### config.mk
export PLATFORM = sky130hd
export DESIGN_NAME = bpma_ctrl
export DESIGN_NICKNAME = d
export VERILOG_FILES = /design/src/rtl/bpma_pkg.sv /design/src/rtl/bpma_ctrl.sv
export SDC_FILE = /design/constraint.sdc
export NUM_CORES = 1
export LEC_CHECK = 0
export ABC_AREA = 1
export BUFFER_PORTS_ARGS = -buffer_cell sky130_fd_sc_hd__buf_4
export CORE_AREA = 8 8 45 47
export DETAILED_ROUTE_END_ITERATION = 10
export DIE_AREA = 0 0 53 55
export SLEW_MARGIN = 20
export SYNTH_ARGS = -nofsm -noshare
export SYNTH_HDL_FRONTEND = slang
export SYNTH_SLANG_ARGS = --single-unit
### constraint.sdc
create_clock -name i_clk -period 1.1 [get_ports i_clk]
set_clock_uncertainty 0.2 [all_clocks]
set_input_delay 0.055 -clock i_clk [delete_from_list [all_inputs] [get_ports i_clk]]
set_output_delay 0.055 -clock i_clk [all_outputs]
set_load 0.01 [all_outputs]
### src/rtl/bpma_pkg.sv
// ----------------------------------------------------------------------------
// bpma_pkg
// shared types and constants of the bearing pair moment accumulator
// ----------------------------------------------------------------------------
package bpma_pkg;

    localparam int NUM_W   = 6;   // weight matrices, also unique entries per matrix
    localparam int IDX_W   = 3;   // weight index width
    localparam int COUNT_W = 16;  // pair counter and min_pairs width

    localparam logic [COUNT_W-1:0] PAIR_MAX        = 16'hFFFF;
    localparam logic [COUNT_W-1:0] MIN_PAIRS_RESET = 16'd15;
    localparam logic [IDX_W-1:0]   LAST_IDX        = 3'd5;

    typedef logic [IDX_W-1:0] t_idx;
    typedef logic [1:0]       t_sel;

    // operand selects of the first bearing per weight: xx yy zz xy yz zx
    localparam t_sel W_SEL_P [NUM_W] = '{2'd0, 2'd1, 2'd2, 2'd0, 2'd1, 2'd2};
    localparam t_sel W_SEL_Q [NUM_W] = '{2'd0, 2'd1, 2'd2, 2'd1, 2'd2, 2'd0};
    // operand selects of the second bearing per entry: 00 01 02 11 12 22
    localparam t_sel E_SEL_P [NUM_W] = '{2'd0, 2'd0, 2'd0, 2'd1, 2'd1, 2'd2};
    localparam t_sel E_SEL_Q [NUM_W] = '{2'd0, 2'd1, 2'd2, 2'd1, 2'd2, 2'd2};

    typedef struct packed {
        logic capture;  // input word taken this cycle
        logic issue;    // start a row pass
        logic load_e;   // form the outer product entries
        t_idx k;        // row of this pass
    } t_ctrl_cmd;

    typedef struct packed {
        logic adv;      // pipeline may move
    } t_ctrl_stat;

endpackage

### src/rtl/bpma_ctrl.sv
// ----------------------------------------------------------------------------
// bpma_ctrl
// sequencer: takes a pair and runs six row passes through the datapath
// ----------------------------------------------------------------------------
module bpma_ctrl import bpma_pkg::*; (
    input  logic       i_clk,
    input  logic       i_rst_n,
    input  logic       i_s_axis_tvalid,
    output logic       o_s_axis_tready,
    input  t_ctrl_stat i_stat,
    output t_ctrl_cmd  o_cmd
);

    typedef enum logic {
        ST_IDLE,
        ST_BUSY
    } t_state;

    t_state r_state;
    t_idx   r_k;
    logic   ready;
    logic   accept;

    // a new pair may enter during the last pass of the previous one
    assign ready  = i_stat.adv && ((r_state == ST_IDLE) || (r_k == LAST_IDX));
    assign accept = i_s_axis_tvalid && ready;

    assign o_s_axis_tready = ready;
    assign o_cmd.capture   = accept;
    assign o_cmd.issue     = (r_state == ST_BUSY);
    assign o_cmd.load_e    = (r_state == ST_BUSY) && (r_k == '0);
    assign o_cmd.k         = r_k;

    always_ff @(posedge i_clk) begin
        if (!i_rst_n) begin
            r_state <= ST_IDLE;
            r_k     <= '0;
        end else if (i_stat.adv) begin
            case (r_state)
                ST_IDLE: begin
                    if (accept) begin
                        r_state <= ST_BUSY;
                        r_k     <= '0;
                    end
                end
                ST_BUSY: begin
                    if (r_k == LAST_IDX) begin
                        r_k <= '0;
                        if (!accept) begin
                            r_state <= ST_IDLE;
                        end
                    end else begin
                        r_k <= r_k + 1'b1;
                    end
                end
                default: begin
                    r_state <= ST_IDLE;
                    r_k     <= '0;
                end
            endcase
        end
    end

endmodule

==> flow_summary.ini <==
[status]
status = finished, violations left
violations = negative setup slack

[cells_and_area]
mostFrequentLayoutCell = buf_4
stdcell_area_um2 = 519.2
final-seq-area_um2 = 92.59
area_delta_synth_final_pct = 125.5
fillerInstances = 146
fin_util_pct = 37.52
diodes = 0
multi_input_area_um2 = 148.9
final_cell_mix = buf_4 (11), buf_6 (8), inv_1 (6)
final_nets = 65
layout-drive-gt1-share_pct = 58.33

[drt]
drt_iter0_drc = 0
wire_per_inst_um = 9.421
routed_wl_um = 716
antenna_left = 0
viasPerCell = 3.908
vias = 297
firstDrtPassIters = 1
route.detailed.drc = 0

[logic_synthesis]
synth.distinct_cells = 12
ys_warn_count = 0
netlist_instances = 36
ys_seq_area_share_pct = 34.78
synth_area_per_cell_um2 = 6.395
synth_nets = 40
syn_area_um2 = 230.2
ys_seq_elements = 4

[grt]
grtUsageTotal_pct = 5.407
grt_overflow = 0
grt_max_degree = 7
grt_pass1_wl_mm = 1.083
antenna_found_initial = 0
grt_pass1_vias = 296

[worst_setup_path]
path_class = flip-flop to primary output
critPathCaptureType = primary output
critical_path_required_ps = 840
start_kind = flip-flop
crit_fanout = 3
arrival_ps = 1110

[sta]
maxSlewViolCount = 0
max_slew_margin_pct = 86.18
setup_viol = 5
worst_pin_slew_ps = 205.5
post-route-min-period_ps = 1367
fin_crit_sh_pct = 124.3
worst_slack_ps = -267.5
rsz0062_at_grt = true
fmax_mhz = 731.3
finalHoldViolations = 0

[power]
p_per_area_nw_per_um2 = 936.3
leakage_nw = 0.2565
report.power.total_uw = 486.2
ir_drop_uv = 353.2

[clock_tree]
cts_buffers = 3
insertion_delay_ps = 240
cts_max_level = 1
clk_pin_slew_ps = 30
root_buffer = clkbuf_4
cts_sinks = 4
cts_tree = built
clockBufferDepth = 2

[floorplan]
rows = 14
die_w_um = 53
start_util_pct = 16.64
fp.coreArea_um2 = 1384
dieArea_um2 = 2915
die-height_um = 55
ios = 11

[placement]
port_buffers = 10
place_congestion = 0.7222
placed_area_um2 = 366.6
pre_cts_slack_ps = -54.17
place_hpwl_um = 541.2

[min_path]
hold_class = primary input to flip-flop

[job]
max-cap-violations = 0
metal layers:
metal  global-route usage [%]  vias up  part of all wire (%)
li1                         -      159                     -
met1                    4.249      133                    39
met2                    8.594        5                    52
met3                    3.209        0                   8.4
met4                    6.466        0                     0
met5                        0        -                     0
registers in the layout (all words and copies together), names as in the netlist:
signal,count
r_state,1
r_k,3
power by group:
part | internal [mW] | switching [mW] | total [mW]
sequential | 0.149 | 0.00941 | 0.158
combinational | 0.0777 | 0.0531 | 0.131
clock | 0.136 | 0.0611 | 0.197
path summary, 6_finish.rpt:
kind / from / to / slack [ps] / cells past startpoint
max: r_k[1] / o_cmd[5] / -270 / 5
min: i_stat / r_k[2] / 10 / 4
max reg2reg: r_state / r_k[1] / -40 / 6
min reg2reg: r_k[1] / r_k[1] / 350 / 4
cell type report:
class,instances,area share (%)
repair buffers,22,39.52
multi-input cells,23,28.67
flip-flops and latches,4,17.83
clock buffers,4,5.060
inverters,7,5.060
well taps,16,3.855
worst max-delay path, stage by stage (launching register included):
cell	delay [ps]
dfxtp_2	320
inv_2	70
nand3_4	90
a21oi_4	170
and2_4	150
buf_6	90
cell families after synthesis:
| kind of cell | after synthesis | share of synthesized area, % |
|---|---|---|
| DFF | 4 | 34.78 |
| and+or+nand+nor | 16 | 29.35 |
| buffers and inverters | 9 | 17.93 |
| AOI/OAI and AO/OA | 7 | 17.93 |
synth_stat cells:
master,instances,area share [%]
nand2_1,6,9.8
a21oi_1,2,4.3
inv_1,7,11
nor2_1,6,9.8
a21oi_2,1,3.8
buf_4,2,6.5
and2_1,1,2.7
nand3_1,2,4.3
dfxtp_1,4,35
nor4_1,1,2.7
o21ai_0,3,6.5
o211ai_1,1,3.3
what timing repair did:
item | 4_1_cts | 5_1_grt
hold buffers | 3 | 0
setup buffers | 2 | 2
gates resized for setup | 7 | 15
endpoints found under the setup margin | 7 | 10
endpoints found under the hold margin | 4 | 0
pin swaps | 2 | 12
per-stage QoR:
| stage | hold WS, ps | setup TNS (ps) | std cells |
|---|---|---|---|
| floorplan | -31.96 | -198.1 | 36 |
| global placement | 121.4 | -81.45 | 65 |
| detailed placement | 128.1 | -154.6 | 65 |
| CTS | 38.20 | -751.7 | 74 |
| global route | 37.03 | -1142 | 76 |
| finish | 13.26 | -753.5 | 76 |
Power figures use the tool's default switching activity.
